==> config.mk <==
export PLATFORM = sky130hd
export DESIGN_NAME = lidar_frame_sync_to_xyz_top
export DESIGN_NICKNAME = d
export VERILOG_FILES = /design/src/hdl/lfx_pkg.sv /design/src/hdl/lfx_framer.sv /design/src/hdl/lfx_trig.sv /design/src/hdl/lfx_mac.sv /design/src/hdl/lidar_frame_sync_to_xyz_top.sv
export SDC_FILE = /design/constraint.sdc
export NUM_CORES = 1
export LEC_CHECK = 0
export BUFFER_PORTS_ARGS = -buffer_cell sky130_fd_sc_hd__buf_2
export CORE_MARGIN = 1.5
export CORE_UTILIZATION = 64
export CTS_BUF_LIST = sky130_fd_sc_hd__clkbuf_4
export CTS_CLUSTER_DIAMETER = 40
export DETAILED_ROUTE_END_ITERATION = 7
export PLACE_DENSITY = 0.82
export SLEW_MARGIN = 10
export SYNTH_ARGS = -nofsm -noshare
export SYNTH_HDL_FRONTEND = slang
export SYNTH_SLANG_ARGS = --single-unit
==> constraint.sdc <==
create_clock -name clk -period 20.7 [get_ports clk]
set_clock_uncertainty 0.2 [all_clocks]
set_input_delay 3.105 -clock clk [delete_from_list [all_inputs] [get_ports clk]]
set_output_delay 3.105 -clock clk [all_outputs]
set_load 0.02 [all_outputs]
==> src/hdl/lfx_pkg.sv <==
// ----------------------------------------------------------------------------
// lfx_pkg
// Shared types, constants and elaboration-time helpers for the rangefinder
// record framer and point converter.
// ----------------------------------------------------------------------------
package lfx_pkg;

	localparam int unsigned REC_HELD   = 6;
	localparam int unsigned FULL_TURN  = 360;
	localparam int unsigned HALF_TURN  = 180;
	localparam int unsigned QUARTER    = 90;
	localparam int unsigned ANG_SHIFT  = 4;
	localparam int unsigned MAC_HI_SH  = 16;
	localparam int unsigned OUT_W      = 17;
	localparam int unsigned TBL_DEPTH  = 91;

	localparam logic [8:0] CHK_MOD = 9'd255;

	localparam logic [1:0] CFG_ROTATE_STEP = 2'd0;
	localparam logic [1:0] CFG_POINTS      = 2'd1;

	localparam logic [8:0]  ROT_RESET = 9'd10;
	localparam logic [15:0] PPP_RESET = 16'd100;

	localparam longint unsigned PI_Q30 = 64'd3373259426;

	typedef enum logic [3:0] {
		ST_IDLE,
		ST_SA,
		ST_SD,
		ST_CZ,
		ST_XL,
		ST_XH,
		ST_YL,
		ST_YH,
		ST_OUT
	} state_t;

	typedef enum logic [1:0] {
		MAC_NONE,
		MAC_LOAD,
		MAC_ADDHI
	} mac_op_t;

	typedef struct packed {
		logic        match;
		logic [15:0] dist_cm;
		logic [8:0]  ang;
		logic        resync;
	} rec_t;

	// angle in whole degrees (0..4095) reduced to 0..359
	function automatic logic [8:0] ang_mod360(input logic [11:0] v);
		logic [11:0] r;
		r = v;
		if (r >= 12'd2880) r = r - 12'd2880;
		if (r >= 12'd1440) r = r - 12'd1440;
		if (r >= 12'd720)  r = r - 12'd720;
		if (r >= 12'd360)  r = r - 12'd360;
		return r[8:0];
	endfunction

	// sin(k deg) in Q1.frac, evaluated at elaboration only
	function automatic logic [31:0] sin_q(input int unsigned k, input int unsigned frac);
		longint unsigned x;
		longint unsigned x2;
		longint unsigned term;
		longint          sum;
		longint unsigned res;
		x    = (longint'(k) * PI_Q30 + 64'd90) / HALF_TURN;
		x2   = (x * x + (64'd1 << 29)) >> 30;
		term = x;
		sum  = longint'(x);
		for (int n = 1; n <= 10; n++) begin
			term = (term * x2) >> 30;
			// divide by (2n)(2n+1)
			case (n)
				1:       term = term / 64'd6;
				2:       term = term / 64'd20;
				3:       term = term / 64'd42;
				4:       term = term / 64'd72;
				5:       term = term / 64'd110;
				6:       term = term / 64'd156;
				7:       term = term / 64'd210;
				8:       term = term / 64'd272;
				9:       term = term / 64'd342;
				default: term = term / 64'd420;
			endcase
			if (n % 2 == 1) sum = sum - longint'(term);
			else sum = sum + longint'(term);
		end
		if (sum < 0) sum = 0;
		if (sum > (longint'(1) << 30)) sum = longint'(1) << 30;
		res = (longint'(sum) + (64'd1 << (29 - frac))) >> (30 - frac);
		return res[31:0];
	endfunction

endpackage

==> src/hdl/lfx_framer.sv <==
// ----------------------------------------------------------------------------
// lfx_framer
// Collects received bytes into 7-byte records, checks the mod-255 checksum
// and slides the window one byte at a time while hunting for alignment.
// ----------------------------------------------------------------------------
module lfx_framer (
	input  logic              clk,
	input  logic              arst_n,
	input  logic              take,
	input  logic [7:0]        rx_byte,
	output lfx_pkg::rec_t     rec
);

	logic [7:0]  win_q [lfx_pkg::REC_HELD];
	logic [2:0]  fill_q;
	logic        hunt_q;
	logic [10:0] sum;
	logic [8:0]  fold;
	logic [7:0]  chk;
	logic        full;
	logic        hit;

	always_comb begin
		sum = '0;
		for (int i = 0; i < lfx_pkg::REC_HELD; i++) begin
			sum = sum + 11'(win_q[i]);
		end
		fold = 9'(sum[10:8]) + 9'(sum[7:0]);
		if (fold >= lfx_pkg::CHK_MOD) begin
			fold = fold - lfx_pkg::CHK_MOD;
		end
		chk  = fold[7:0];
		full = (fill_q == 3'(lfx_pkg::REC_HELD));
		hit  = full && (chk == rx_byte);
	end

	assign rec.match   = take && hit;
	assign rec.dist_cm = {win_q[4], win_q[3]};
	assign rec.ang     = lfx_pkg::ang_mod360(12'({win_q[2], win_q[1]} >> lfx_pkg::ANG_SHIFT));
	assign rec.resync  = hunt_q;

	always_ff @(posedge clk or negedge arst_n) begin
		if (!arst_n) begin
			fill_q <= '0;
			hunt_q <= 1'b0;
		end else if (take) begin
			if (!full) begin
				fill_q <= fill_q + 3'd1;
			end else if (hit) begin
				fill_q <= '0;
				hunt_q <= 1'b0;
			end else begin
				hunt_q <= 1'b1;
			end
		end
	end

	always_ff @(posedge clk) begin
		if (take) begin
			if (!full) begin
				win_q[fill_q] <= rx_byte;
			end else if (!hit) begin
				for (int i = 0; i < lfx_pkg::REC_HELD - 1; i++) begin
					win_q[i] <= win_q[i + 1];
				end
				win_q[lfx_pkg::REC_HELD - 1] <= rx_byte;
			end
		end
	end

endmodule

==> src/hdl/lfx_trig.sv <==
// ----------------------------------------------------------------------------
// lfx_trig
// Per-degree sine lookup with quadrant folding; an optional quarter-turn
// offset yields the cosine.
// ----------------------------------------------------------------------------
module lfx_trig #(
	parameter int unsigned F  = 14,
	parameter int unsigned TW = F + 1
) (
	input  logic [8:0]    ang,
	input  logic          add90,
	output logic [TW-1:0] mag,
	output logic          neg
);

	logic [TW-1:0] tbl [lfx_pkg::TBL_DEPTH];
	logic [9:0]    s;
	logic [8:0]    a;
	logic [6:0]    idx;

	for (genvar k = 0; k < lfx_pkg::TBL_DEPTH; k++) begin : g_tbl
		localparam logic [TW-1:0] VAL = TW'(lfx_pkg::sin_q(k, F));
		assign tbl[k] = VAL;
	end

	always_comb begin
		s = {1'b0, ang} + (add90 ? 10'(lfx_pkg::QUARTER) : 10'd0);
		if (s >= 10'(lfx_pkg::FULL_TURN)) begin
			s = s - 10'(lfx_pkg::FULL_TURN);
		end
		a   = s[8:0];
		neg = (a > 9'(lfx_pkg::HALF_TURN));
		if (a <= 9'(lfx_pkg::QUARTER)) begin
			idx = a[6:0];
		end else if (a <= 9'(lfx_pkg::HALF_TURN)) begin
			idx = 7'(9'(lfx_pkg::HALF_TURN) - a);
		end else if (a <= 9'(lfx_pkg::HALF_TURN + lfx_pkg::QUARTER)) begin
			idx = 7'(a - 9'(lfx_pkg::HALF_TURN));
		end else begin
			idx = 7'(9'(lfx_pkg::FULL_TURN) - a);
		end
		mag = tbl[idx];
	end

endmodule

==> src/hdl/lfx_mac.sv <==
// ----------------------------------------------------------------------------
// lfx_mac
// Shared multiplier with accumulator: load a product, or add a product
// shifted up by 16 bits for the upper partial of a wide operand.
// ----------------------------------------------------------------------------
module lfx_mac #(
	parameter int unsigned TW = 15,
	parameter int unsigned MW = 16,
	parameter int unsigned AW = 46
) (
	input  logic                 clk,
	input  lfx_pkg::mac_op_t     op,
	input  logic [TW-1:0]        a,
	input  logic [MW-1:0]        b,
	output logic [AW-1:0]        acc
);

	logic [TW+MW-1:0] prod;
	logic [AW-1:0]    acc_q;

	assign prod = a * b;
	assign acc  = acc_q;

	always_ff @(posedge clk) begin
		case (op)
			lfx_pkg::MAC_LOAD:  acc_q <= AW'(prod);
			lfx_pkg::MAC_ADDHI: acc_q <= acc_q + (AW'(prod) << lfx_pkg::MAC_HI_SH);
			default: ;
		endcase
	end

endmodule

==> src/hdl/lidar_frame_sync_to_xyz_top.sv <==
// Output: a valid record runs SA, SD, CZ, XL, XH, YL, YH, OUT; out_valid rises once OUT loads.
// Throughput: one byte per cycle while in_stall is low; after a valid record in_stall stays high
// until ST_OUT loads the point, once any held point is taken; x and y take two MAC passes each.
// Each point takes 8 steps of the shared multiplier/trig sequencer.
// Reset: asynchronous, active low; framer aligned and empty, plane 0, registers to defaults.
// ----------------------------------------------------------------------------
// lidar_frame_sync_to_xyz_top
// Frames rangefinder bytes into records and converts each valid record into
// an x/y/z point using a shared trig lookup and multiply-accumulate unit.
// ----------------------------------------------------------------------------
module lidar_frame_sync_to_xyz_top #(
	parameter int unsigned TRIG_FRAC_BITS = 14
) (
	input  logic               clk,
	input  logic               arst_n,
	input  logic               in_valid,
	output logic               in_stall,
	input  logic [7:0]         rx_byte,
	output logic               out_valid,
	input  logic               out_stall,
	output logic signed [16:0] x_cm,
	output logic signed [16:0] y_cm,
	output logic signed [16:0] z_cm,
	output logic [8:0]         plane_deg,
	output logic               resynced,
	output logic               plane_end,
	output logic               scan_end,
	input  logic               cfg_valid,
	output logic               cfg_ready,
	input  logic [1:0]         cfg_index,
	input  logic [15:0]        cfg_data
);

	localparam int unsigned F    = TRIG_FRAC_BITS;
	localparam int unsigned TW   = F + 1;
	localparam int unsigned MW   = (TW > 16) ? TW : 16;
	localparam int unsigned AW   = 2 * TW + 16;
	localparam int unsigned PSDW = TW + 16;
	localparam logic [AW-1:0] HALF_F  = AW'(1) << (F - 1);
	localparam logic [AW-1:0] HALF_2F = AW'(1) << (2 * F - 1);

	lfx_pkg::state_t  state_q, state_d;
	lfx_pkg::rec_t    rec;
	lfx_pkg::mac_op_t mac_op;

	logic          take;
	logic [8:0]    rot_q;
	logic [15:0]   ppp_q;
	logic [15:0]   pcnt_q;
	logic [8:0]    plane_q;
	logic          out_valid_q;
	logic          out_load;

	logic [15:0]   dist_q;
	logic [8:0]    ang_q;
	logic          resync_q;
	logic [TW-1:0] t_mag_q;
	logic          t_neg_q;
	logic          sa_neg_q;
	logic          neg_q;
	logic [PSDW-1:0] psd_q;
	logic [16:0]   z_q;
	logic [16:0]   x_q;

	logic [8:0]    trig_ang;
	logic          trig_add90;
	logic          t_load;
	logic [TW-1:0] trig_mag;
	logic          trig_neg;
	logic [MW-1:0] mac_b;
	logic [AW-1:0] acc;

	logic          is_z;
	logic [AW-1:0] rnd_sum;
	logic [16:0]   rnd_mag;
	logic [16:0]   rnd_val;

	logic [16:0]   cnt_next;
	logic [9:0]    plane_next;
	logic          pend;
	logic          send;

	assign take      = in_valid && !in_stall;
	assign cfg_ready = 1'b1;
	assign out_valid = out_valid_q;

	lfx_framer u_framer (
		.clk     (clk),
		.arst_n  (arst_n),
		.take    (take),
		.rx_byte (rx_byte),
		.rec     (rec)
	);

	lfx_trig #(
		.F  (F),
		.TW (TW)
	) u_trig (
		.ang   (trig_ang),
		.add90 (trig_add90),
		.mag   (trig_mag),
		.neg   (trig_neg)
	);

	lfx_mac #(
		.TW (TW),
		.MW (MW),
		.AW (AW)
	) u_mac (
		.clk (clk),
		.op  (mac_op),
		.a   (t_mag_q),
		.b   (mac_b),
		.acc (acc)
	);

	always_ff @(posedge clk or negedge arst_n) begin
		if (!arst_n) begin
			state_q <= lfx_pkg::ST_IDLE;
		end else begin
			state_q <= state_d;
		end
	end

	always_comb begin
		state_d    = state_q;
		in_stall   = 1'b1;
		mac_op     = lfx_pkg::MAC_NONE;
		mac_b      = MW'(dist_q);
		trig_ang   = ang_q;
		trig_add90 = 1'b0;
		t_load     = 1'b0;
		out_load   = 1'b0;
		case (state_q)
			lfx_pkg::ST_IDLE: begin
				in_stall = 1'b0;
				if (rec.match) state_d = lfx_pkg::ST_SA;
			end
			lfx_pkg::ST_SA: begin
				t_load  = 1'b1;
				state_d = lfx_pkg::ST_SD;
			end
			lfx_pkg::ST_SD: begin
				mac_op     = lfx_pkg::MAC_LOAD;
				trig_add90 = 1'b1;
				t_load     = 1'b1;
				state_d    = lfx_pkg::ST_CZ;
			end
			lfx_pkg::ST_CZ: begin
				mac_op     = lfx_pkg::MAC_LOAD;
				trig_ang   = plane_q;
				trig_add90 = 1'b1;
				t_load     = 1'b1;
				state_d    = lfx_pkg::ST_XL;
			end
			lfx_pkg::ST_XL: begin
				mac_op  = lfx_pkg::MAC_LOAD;
				mac_b   = MW'(psd_q[15:0]);
				state_d = lfx_pkg::ST_XH;
			end
			lfx_pkg::ST_XH: begin
				mac_op   = lfx_pkg::MAC_ADDHI;
				mac_b    = MW'(psd_q[PSDW-1:16]);
				trig_ang = plane_q;
				t_load   = 1'b1;
				state_d  = lfx_pkg::ST_YL;
			end
			lfx_pkg::ST_YL: begin
				mac_op  = lfx_pkg::MAC_LOAD;
				mac_b   = MW'(psd_q[15:0]);
				state_d = lfx_pkg::ST_YH;
			end
			lfx_pkg::ST_YH: begin
				mac_op  = lfx_pkg::MAC_ADDHI;
				mac_b   = MW'(psd_q[PSDW-1:16]);
				state_d = lfx_pkg::ST_OUT;
			end
			lfx_pkg::ST_OUT: begin
				if (!out_valid_q || !out_stall) begin
					out_load = 1'b1;
					state_d  = lfx_pkg::ST_IDLE;
				end
			end
			default: state_d = lfx_pkg::ST_IDLE;
		endcase
	end

	// round to nearest, ties away from zero, then apply sign
	always_comb begin
		is_z    = (state_q == lfx_pkg::ST_XL);
		rnd_sum = acc + (is_z ? HALF_F : HALF_2F);
		rnd_mag = is_z ? 17'(rnd_sum >> F) : 17'(rnd_sum >> (2 * F));
		rnd_val = neg_q ? 17'(-rnd_mag) : rnd_mag;
	end

	always_comb begin
		cnt_next   = {1'b0, pcnt_q} + 17'd1;
		pend       = (cnt_next >= {1'b0, ppp_q});
		plane_next = {1'b0, plane_q} + {1'b0, rot_q};
		send       = pend && (plane_next >= 10'(lfx_pkg::FULL_TURN));
	end

	always_ff @(posedge clk) begin
		if (take && rec.match) begin
			dist_q   <= rec.dist_cm;
			ang_q    <= rec.ang;
			resync_q <= rec.resync;
		end
		if (t_load) begin
			t_mag_q <= trig_mag;
			t_neg_q <= trig_neg;
		end
		case (state_q)
			lfx_pkg::ST_SD: sa_neg_q <= t_neg_q;
			lfx_pkg::ST_CZ: begin
				psd_q <= acc[PSDW-1:0];
				neg_q <= t_neg_q;
			end
			lfx_pkg::ST_XL: begin
				z_q   <= rnd_val;
				neg_q <= t_neg_q ^ sa_neg_q;
			end
			lfx_pkg::ST_YL: begin
				x_q   <= rnd_val;
				neg_q <= t_neg_q ^ sa_neg_q;
			end
			default: ;
		endcase
		if (out_load) begin
			x_cm      <= x_q;
			y_cm      <= rnd_val;
			z_cm      <= z_q;
			plane_deg <= plane_q;
			resynced  <= resync_q;
			plane_end <= pend;
			scan_end  <= send;
		end
	end

	always_ff @(posedge clk or negedge arst_n) begin
		if (!arst_n) begin
			rot_q       <= lfx_pkg::ROT_RESET;
			ppp_q       <= lfx_pkg::PPP_RESET;
			pcnt_q      <= '0;
			plane_q     <= '0;
			out_valid_q <= 1'b0;
		end else begin
			if (cfg_valid && cfg_ready) begin
				case (cfg_index)
					lfx_pkg::CFG_ROTATE_STEP: rot_q <= cfg_data[8:0];
					lfx_pkg::CFG_POINTS:      ppp_q <= cfg_data;
					default: ;
				endcase
			end
			if (out_load) begin
				out_valid_q <= 1'b1;
				if (pend) begin
					pcnt_q  <= '0;
					plane_q <= send ? 9'd0 : plane_next[8:0];
				end else begin
					pcnt_q <= cnt_next[15:0];
				end
			end else if (!out_stall) begin
				out_valid_q <= 1'b0;
			end
		end
	end

	a_match_starts: assert property (@(posedge clk) disable iff (!arst_n)
		(take && rec.match) |=> (state_q == lfx_pkg::ST_SA))
		else $error("valid record did not start the point sequence");

	a_plane_range: assert property (@(posedge clk) disable iff (!arst_n)
		plane_q < 9'(lfx_pkg::FULL_TURN))
		else $error("plane angle out of range");

	a_scan_in_plane: assert property (@(posedge clk) disable iff (!arst_n)
		out_valid |-> (!scan_end || plane_end))
		else $error("scan end without plane end");

	a_out_from_seq: assert property (@(posedge clk) disable iff (!arst_n)
		$rose(out_valid) |-> $past(state_q == lfx_pkg::ST_OUT))
		else $error("output item raised outside the output step");

endmodule
; Word-level counts from Yosys, hierarchy flattened
; Memory sizes are Yosys's and may differ from the RTL's. A register that Yosys moved wholly into a read port is not among the register bits.
; Index checks and enable logic that the tools add are counted.
[classes]
shift = 0
order_cmp = 12
n_eq_ne = 17
mux = 42
add_sub_neg = 22
bitwise_logic = 2
multipliers = 1
div_mod_pow = 0
reduce_logical = 25
[op_table]
columns = cell, count
row1 = 46-bit case mux with 2 select lines, 1
row2 = 46-bit adder, 1
row3 = 45-bit by 28-bit adder with 45-bit output, 1
row4 = 11-bit by 8-bit adder with 11-bit output, 4
row5 = 12-bit 2-to-1 mux, 3
row6 = 9-bit 2-to-1 mux, 4
row7 = 4-bit case mux with 9 select lines, 1
row8 = 17-bit 2-to-1 mux, 2
row9 = 16-bit case mux with 2 select lines, 1
row10 = 15-bit by 16-bit multiplier with 31-bit output, 1
row11 = 28-bit 2-to-1 mux, 1
row12 = 7-bit 2-to-1 mux, 4
row13 = "10-bit by 9-bit greater-or-equal comparator with 1-bit output, second input constant", 2
row14 = "9-bit subtractor, second input constant", 2
row15 = "16-bit by 1-bit adder with 17-bit output, second input constant", 1
row16 = 17-bit by 16-bit greater-or-equal comparator with 1-bit output, 1
row17 = 17-bit negation, 1
row18 = "4-bit by 3-bit == test with 1-bit output, second input constant", 4
row19 = 16-bit 2-to-1 mux, 1
row20 = 8-bit 2-to-1 mux, 2
row21 = 1-bit 2-to-1 mux, 15
row22 = "12-bit by 10-bit greater-or-equal comparator with 1-bit output, second input constant", 1
row23 = "12-bit by 11-bit greater-or-equal comparator with 1-bit output, second input constant", 1
row24 = "12-bit greater-or-equal comparator, second input constant", 1
row25 = 43 further kinds, 65
[word_totals]
n_memories = 2
latchBits = 0
reg_bits = 262
romBits = 1920
out_inout_bits = 66
ramBits = 48
word_cells = 148
[memory_table]
columns = memory, depth, width, rd, rd_ports_with_merged_regs, write_ports, line
row1 = (no name shown), 128, 15, 1, 1, 0, lfx_trig.sv:42  ; mag = tbl[idx];
row2 = u_framer.win_q, 6, 8, 6, 0, 6, lfx_framer.sv:14  ; logic [7:0] win_q [lfx_pkg::REC_HELD];

; Depth between registers and ports, before layout
; Gate-level depths: netlist of run 1.
; An unclocked memory read counts as a cell.
[logic_depth]
depth_word = 17
mapped_depth = 40

; Modules after synthesis
; A second synthesis of run 1 with hierarchy kept.
[hier_totals]
cells_unflattened = 3095
area_unflattened_um2 = 30341.6
[by_module_without_submodules]
columns = mod, cells_each, n_inst, area_each_um2
row1 = lfx_mac, 1221, 1, 11190.7
row2 = lidar_frame_sync_to_xyz_top, 816, 1, 10508.8
row3 = lfx_framer, 525, 1, 5017.3
row4 = lfx_trig, 533, 1, 3624.7

; Worst setup path after synthesis of run 1
; Ideal clock, no wire load.
[synth_timing]
kind = reg-to-reg
start = register state_q[3]
end = register u_mac.acc_q[43], in the netlist u_mac.acc[43] (data pin)
path_stages_with_launch = 41
t_required_ps = 20245
slack_ps = 11668
t_arrival_ps = 8577
cell_sequence = dfrtp_1 -> clkbuf_1 -> nand2b_1 -> clkbuf_1 -> clkbuf_1 -> nand2_1 -> o21ai_0 -> clkbuf_1 -> nand2_1 -> fa_1 -> inv_1 -> fa_1 -> inv_1 -> fa_1 -> inv_1 -> ha_1 -> inv_1 -> fa_1 -> (+5 left out) -> and2_1 -> o31a_1 -> o41a_1 -> a21oi_1 -> o31ai_1 -> a21o_1 -> a21oi_1 -> xnor2_1 -> ha_1 -> nand2_1 -> nor2_1 -> nand3_1 -> or4_1 -> nand3_1 -> o211ai_1 -> o21ai_0 -> xor2_1 -> and2_1
[synth_via]
elab_chain_cells = 6
[synth_rtl]
columns = item, line
row1 = from (decl), lidar_frame_sync_to_xyz_top.sv:42  ; lfx_pkg::state_t state_q, state_d;
row2 = from (signal assigned), lidar_frame_sync_to_xyz_top.sv:119  ; state_q <= lfx_pkg::ST_IDLE;
row3 = from (signal assigned), lidar_frame_sync_to_xyz_top.sv:121  ; state_q <= state_d;
row4 = 4-bit by 3-bit == test with 1-bit output, lidar_frame_sync_to_xyz_top.sv:134  ; case (state_q)
row5 = 2-bit OR reduction (no line), --
row6 = 16-bit case mux with 2 select lines, lidar_frame_sync_to_xyz_top.sv:134
row7 = 15-bit by 16-bit multiplier with 31-bit output, lfx_mac.sv:21  ; assign prod = a * b;
row8 = 46-bit adder, lfx_mac.sv:27  ; lfx_pkg::MAC_ADDHI: acc_q <= acc_q + (AW'(prod) << lfx_pkg::MAC_HI_SH);
row9 = 46-bit case mux with 2 select lines *, lfx_mac.sv:25  ; case (op)
row10 = to (signal assigned), lfx_mac.sv:26  ; lfx_pkg::MAC_LOAD: acc_q <= AW'(prod);
row11 = to (signal assigned), lfx_mac.sv:27
row12 = to (decl), lfx_mac.sv:19  ; logic [AW-1:0] acc_q;
; Every way passes the cells marked *; elsewhere a longest branch is shown, timed or not.
; A chain may end at the register's enable or synchronous reset.

; Worst setup path after layout of run 1
[layout_timing]
start = register state_q[2]
end = register u_mac.acc_q[44], in the netlist u_mac.acc[44] (data pin)
; Same word-level chain as after synthesis.

==> results.md, run 1 <==
* H-tree depth at 3
* Total Routing Usage GR at 0.326
* Core Box Area at about 0.043 mm2
* Drt pass-1 iters at 7
* CP Class: flip-flop to flip-flop
* CTS Hold Buffers Added at 0
* Setup TNS at 0 ns
* IO buf count at 95
* CP Launch Type: flip-flop
* Vias in the first global route at 22400
* Initial Util at 0.652
* Fin worst setup slack at 10.40 ns
* Seq/Total Area, Yosys at 0.334
* TritonCTS clock tree: built
* CTS clk-pin slew, worst paths at around 0.060 ns
* WP data required at approximately 21 ns
* Worst r2r src: state_q[2]
* Ys Warns at 0
* Residual DRC count at 0
* Top Ports at just under 100
* #FFs+latches synth at 324
* Die Footprint at approximately 0.045 mm2
* EDFF count, synth at approximately 270
* Area leader, netlist: edfxtp_1
* Post-Place Worst Slack at approximately 11 ns
* Final weighted congestion in routability-driven placement at 0.968
* CTS root buf: clkbuf_4
* Slew Viols, Final at 0
* Initial drt markers at 2129
* Clock Sinks at 324
* Syn nets at 3300
* Post-layout minimum cycle time at just over 10 ns
* Cts repair resizes at 0
* Overflow left after global routing at 0
* Synth top area cells: edfxtp_1 (28%), fa_1 (15%), ha_1 (9.2%), nand2_1 (5.3%), dfrtp_1 (4.8%)
* Number of vias per cell at 6.11
* Drt wl/cell at just under 20 um
* Syn avg cell area at 9.91 um2
* Most common cell in the synthesized netlist: nand2_1
* Worst Setup SP: state_q[2]
* Slowest cell on the critical path: nand2b_1
* Count of final hold-check violations at 0
* RSZ-0062 raised after global routing: false
* CP Capture Type: flip-flop
* Synth Cell Area at ~0.028 mm2
* TritonCTS buffer count at slightly above 80
* Die height at about 210 um
* Actual slew at the worst max-slew pin at around 1.2 ns
* Post-DP HPWL at about 54000 um
* CP most frequent cell: o21ai_0
* Post-CTS setup buffer count at 0
* Maximum Capacitance Violations at 0
* HP Class: flip-flop to flip-flop
* Fin crit share at 0.498
* Rows at between 70 and 80
* Fill count at between 3000 and 4000
* Main synth FF type: edfxtp_1
* Antenna Nets Post-Route at 0
* Nets at 3401
* Worst skew pair latency at ~0.8 ns
* Hold_sp: z_q[14]
* Share of layout cells above drive strength 1 at 0.127
* Outcome: finished, final reports clean
* Routed WL at 71000 um
* Mapped Cells at 2854
* Worst path arrival time at around 11 ns
* Synth top area share at 0.281
* Final setup fails at 0
* Layout area overhead at 7.00%
* CP max FO at 36
* Global-route wire length before repair at about 120000 um
* Vias at ~22000
* Die W at approximately 210 um
* Max clock buf depth at 3
* Post-synth top cells: nand2_1 (401), inv_1 (306), edfxtp_1 (265)
* Rel. slew slack at 0.194
* Synth cell types at 122
* Largest net degree at the start of global routing at 82
* Max Clock Freq at 97.1 MHz
* Worst path max stage delay at between 0.7 and 0.8 ns
* Initial antenna violation count at 2
* Post-synth ARST share at 0.182
[registers in the layout (all words and copies together) (netlist names), 15 cells and up]
signal and flops:
u_framer.win_q 48, u_mac.acc 45, psd_q 31, x_cm 17, x_q 17, y_cm 17
z_cm 17, z_q 17, dist_q 16, pcnt_q 16, ppp_q 16, t_mag_q 15
[cells in the final DEF (no fill, tap or decap), types with 14 or more instances in the layout]
cell type / netlist / final
nand4_1: 19 / 19
mux2i_1: 32 / 32
a21oi_1: 108 / 108
mux2_2: 50 / 50
ha_1: 207 / 207
buf_2: 18 / 95
nand2b_1: 27 / 27
buf_4: 3 / 33
and3_1: 22 / 22
o21ai_0: 118 / 117
and2_1: 117 / 117
o21bai_1: 25 / 25
inv_1: 306 / 306
clkinv_1: 2 / 15
nor2b_1: 27 / 27
clkbuf_4: 0 / 114
a21o_1: 37 / 37
nor3_1: 59 / 57
a31oi_1: 14 / 14
o211ai_1: 18 / 18
dfrtp_1: 54 / 54
xor2_1: 35 / 35
a211oi_1: 27 / 26
nand2_1: 401 / 401
o21a_1: 18 / 18
xnor2_1: 122 / 122
nand3_1: 56 / 56
or3_1: 16 / 16
nor2_1: 131 / 130
edfxtp_1: 265 / 265
fa_1: 208 / 208
[metrics by stage]
| stage | cells | hold WS, ns | utilization | cell area (um2) |
|---|---|---|---|---|
| after global routing | 3598 | 0.194 | 0.698 | 30300 |
| after floorplan | 2854 | 0.200 | - | 28300 |
| final | 3598 | 0.187 | 0.698 | 30300 |
| after global placement | 3457 | 0.202 | 0.674 | 29200 |
| after CTS | 3596 | 0.176 | 0.698 | 30300 |
| after detailed placement | 3457 | 0.205 | 0.674 | 29200 |
[cell families (layout without fill, tap and decap cells)]
logic type | count (synthesis) | after routing | synth area share
other cells | 1 | 3 | 0.000133
mux | 86 | 86 | 0.0336
buf+inv | 420 | 577 | 0.0596
simple gates | 945 | 945 | 0.161
compound gates | 502 | 502 | 0.121
flops | 324 | 324 | 0.334
xor+xnor | 161 | 161 | 0.0517
fa+ha+maj | 415 | 415 | 0.239
[layer usage]
| layer | part of all wire | GRT usage |
|---|---|---|
| met5 | 0 | 0 |
| met4 | 0.037 | 0.133 |
| met3 | 0.072 | 0.0463 |
| met2 | 0.49 | 0.548 |
| met1 | 0.40 | 0.426 |
[worst paths after layout]
kind,to,slack (ns),cells after the start
min in group asynchronous,plane_q[2],2.25,2
max reg2reg,u_mac.acc[44],10.40,32
max,u_mac.acc[44],10.40,32
min reg2reg,z_cm[14],0.19,0
min,z_cm[14],0.19,0
max in group asynchronous,pcnt_q[12],17.54,2
[layout make-up]
class / instances / area, um2 / area share
inverters: 310 / 1170 / 0.0386
multi-input cells: 2110 / 17200 / 0.568
diodes: 2 / 5.00 / 0.000165
clock buffers: 114 / 856 / 0.0283
repair buffers: 128 / 723 / 0.0239
well taps: 585 / 732 / 0.0242
clock inverters: 25 / 158 / 0.00521
flip-flops and latches: 324 / 9440 / 0.312
[critical path, delay by kind of cell (launching register included)]
| family | cells | cell delay (ns) |
|---|---|---|
| buffers and inverters | 4 | 0.40 |
| DFF | 1 | 0.69 |
| and+or+nand+nor | 5 | 1.64 |
| adders and majority gates | 8 | 3.39 |
| AOI/OAI and AO/OA | 13 | 3.20 |
| xor gates and xnor gates | 2 | 0.45 |
Power of run 1 is left out: the tool's default activity adds up to more than one toggle a clock period on the data nets, which glitch-free logic cannot reach.
==> run 2, diff against run 1 <==
--- a/config.mk
+++ b/config.mk
@@ -5,6 +5,7 @@
 export SDC_FILE = /design/constraint.sdc
 export NUM_CORES = 1
 export LEC_CHECK = 0
+export ABC_AREA = 1
 export BUFFER_PORTS_ARGS = -buffer_cell sky130_fd_sc_hd__buf_2
 export CORE_MARGIN = 1.5
 export CORE_UTILIZATION = 64
==> constraint.sdc (replaced) <==
create_clock -name clk -period 10.6 [get_ports clk]
set_clock_uncertainty 0.2 [all_clocks]
set_input_delay 1.59 -clock clk [delete_from_list [all_inputs] [get_ports clk]]
set_output_delay 1.59 -clock clk [all_outputs]
set_load 0.02 [all_outputs]
==> run 2 against run 1 <==
Compared with the run above:
- synthesized cell count is 11% higher
- clock-buffer cell count is 22 higher
- setup slack worse by 9.6 ns
- critical path depth is 14 higher
- hold slack better by 0.011 ns
- critical path type unchanged
==> results.md, run 2 <==
* Outcome: finished, final reports clean
* WP data required at around 11 ns
* Die height at around 210 um
* Main synth FF type: edfxtp_1
* Bufs and invs on worst path at 9
* Initial drt markers at around 2300
* Hold EP: resynced
* Vias at about 23000
* #FFs+latches synth at ~320
* Die W at roughly 210 um
* Number of vias per cell at about 5.8
* Vias in the first global route at roughly 23000
* Synth cell types at 65
* Post-synth top cells: nand2_1 (637), inv_1 (525), edfxtp_1 (265)
* Total Routing Usage GR at 0.327
* Largest net degree at the start of global routing at 78
* Post-CTS setup buffer count at 0
* HP Class: flip-flop to flip-flop
* Mapped Cells at approximately 3200
* Worst r2r dst: u_mac.acc[44]
* RSZ-0062 raised after global routing: false
* EDFF count, synth at ~270
* Rel. slew slack at 0.222
* Fin crit share at 0.921
* Overflow left after global routing at 0
* Setup TNS at 0 ns
* Ys Warns at 0
* Clock Sinks at around 320
* Routed WL at slightly above 70000 um
* Max Clock Freq at approximately 100 MHz
* Hold_sp: resync_q
* Die Footprint at 0.0443 mm2
* TritonCTS clock tree: built
* CP Launch Type: flip-flop
* Share of layout cells above drive strength 1 at 0.117
* Count of final hold-check violations at 0
* Worst path arrival time at approximately 10 ns
* Initial Util at 0.652
* Hold-critical path depth at 0
* H-tree depth at 3
* Drt wl/cell at between 15 and 20 um
* Worst skew pair latency at between 0.7 and 0.8 ns
* Worst path max stage delay at between 0.5 and 0.6 ns
* Global-route wire length before repair at between 100000 and 150000 um
* IO buf count at 95
* Synth Cell Area at between 0.02 and 0.03 mm2
* Initial antenna violation count at 1
* Core Box Area at between 0.04 and 0.05 mm2
* Commonest non-fill, non-tap cell in the layout: nand2_1
* Actual slew at the worst max-slew pin at between 1 and 1.5 ns
* CTS clk-pin slew, worst paths at roughly 0.06 ns
* Seq/Total Area, Yosys at 0.343
* Drt pass-1 iters at 6
* Synth top area share at 0.289
* Syn avg cell area at about 8.7 um2
* Final setup fails at 0
* CTS root buf: clkbuf_4
* Residual DRC count at 0
* Antenna Nets Post-Route at 0
* Slew Viols, Final at 0
* Max clock buf depth at 3
* Most frequent cells in the layout: nand2_1 (637), inv_1 (520), edfxtp_1 (265), nor2_1 (248), fa_1 (208)
* Nets at between 3000 and 4000
* Post-layout minimum cycle time at between 9 and 10 ns
* CP Capture Type: flip-flop
* Maximum Capacitance Violations at 0
* Area leader, netlist: edfxtp_1
* Layout area overhead at 7.82%
* Number of flip-flops in the largest register at 48
* Worst r2r src: state_q[3]
* Top Ports at 97
* TritonCTS buffer count at 86
* Cell family with the largest share of critical-path delay: adder cells
* Post-synth ARST share at 0.182
* Final weighted congestion in routability-driven placement at between 0.9 and 1
* Most common cell in the synthesized netlist: nand2_1
* Setup slack, reg-to-reg at approximately 0.84 ns
* Rows at 75
* Syn nets at around 3600
* Depth of the worst register-to-register path at 46
* Fill count at between 3000 and 4000
* CP Class: flip-flop to flip-flop
* Synth top area cells: edfxtp_1 (29%), fa_1 (15%), ha_1 (9.4%), nand2_1 (8.7%), inv_1 (7.2%)
* CP max FO at 17
* Slowest cell on the critical path: fa_1
* Most flops, register: u_framer.win_q
* Post-DP HPWL at 54900 um
-- run 2: changes by cell type in the layout (fill, tap and decap cells not counted), sizes merged, moves of 39 or more --
cell	delta
inv	+223
nand2	+269
nor2	+122
xor2	+62
or2	+39
o21ai	+63
mux2	-52
xnor2	-90
nand3	+145
and2	-117
-- run 2: layer usage --
| layer | up-vias | track usage | share of wire |
|---|---|---|---|
| li1 | 10500 | - | - |
| met1 | 10700 | 0.413 | 0.39 |
| met2 | 1133 | 0.554 | 0.49 |
| met3 | 220 | 0.0596 | 0.083 |
| met4 | 0 | 0.139 | 0.041 |
| met5 | - | 0 | 0 |
-- run 2: worst max path at each step --
stage,end,cells past startpoint,start,slack [ns]
6_report,u_mac.acc[44],46,state_q[3],0.84
2_1_floorplan,u_mac.acc[44],43,state_q[3],1.94
3_5_place_dp,u_mac.acc[44],46,state_q[3],0.65
4_1_cts,u_mac.acc[44],46,state_q[3],0.52
3_3_place_gp,u_mac.acc[44],42,state_q[3],1.0
5_1_grt,u_mac.acc[44],45,state_q[3],0.04
-- run 2: logic make-up (layout without fill, tap and decap cells) --
| family | count (synthesis) | count (layout) | share of synthesized area |
|---|---|---|---|
| compound gates | 408 | 408 | 0.0840 |
| xor+xnor | 133 | 133 | 0.0426 |
| fa+ha+maj | 415 | 415 | 0.245 |
| buf+inv | 616 | 813 | 0.0864 |
| flops | 324 | 324 | 0.343 |
| other cells | 1 | 2 | 0.000136 |
| simple gates | 1258 | 1258 | 0.199 |
-- run 2: timing repair --
| item | CTS | global route |
|---|---|---|
| endpoints found under the hold margin | 0 | 0 |
| hold buffers | 0 | 0 |
| setup endpoints to repair | 0 | 2 |
| gates resized for setup | 0 | 7 |
-- run 2: layout make-up --
class | count | area, um2 | area share
inverter | 544 | 2050 | 0.0690
timing repair buffer | 114 | 618 | 0.0208
multi-input combinational | 2215 | 15700 | 0.530
sequential | 324 | 9440 | 0.318
tap | 539 | 674 | 0.0227
antenna | 1 | 2.50 | 0.0000842
clock inverter | 19 | 154 | 0.00518
clock buffer | 136 | 1020 | 0.0344
-- run 2: metrics by stage --
stage          worst slack, ns   util  instance area [um2]  hold slack, ns  instances
3_3_place_gp             0.996  0.675                28500           0.201       3736
6_report                 0.841  0.703                29700           0.198       3892
5_1_grt                 0.0383  0.703                29700           0.184       3892
2_1_floorplan             1.94      -                27500           0.200       3155
4_1_cts                  0.518  0.703                29700           0.189       3891
3_5_place_dp             0.647  0.675                28500           0.205       3736
Power of run 2 is left out for the same reason.
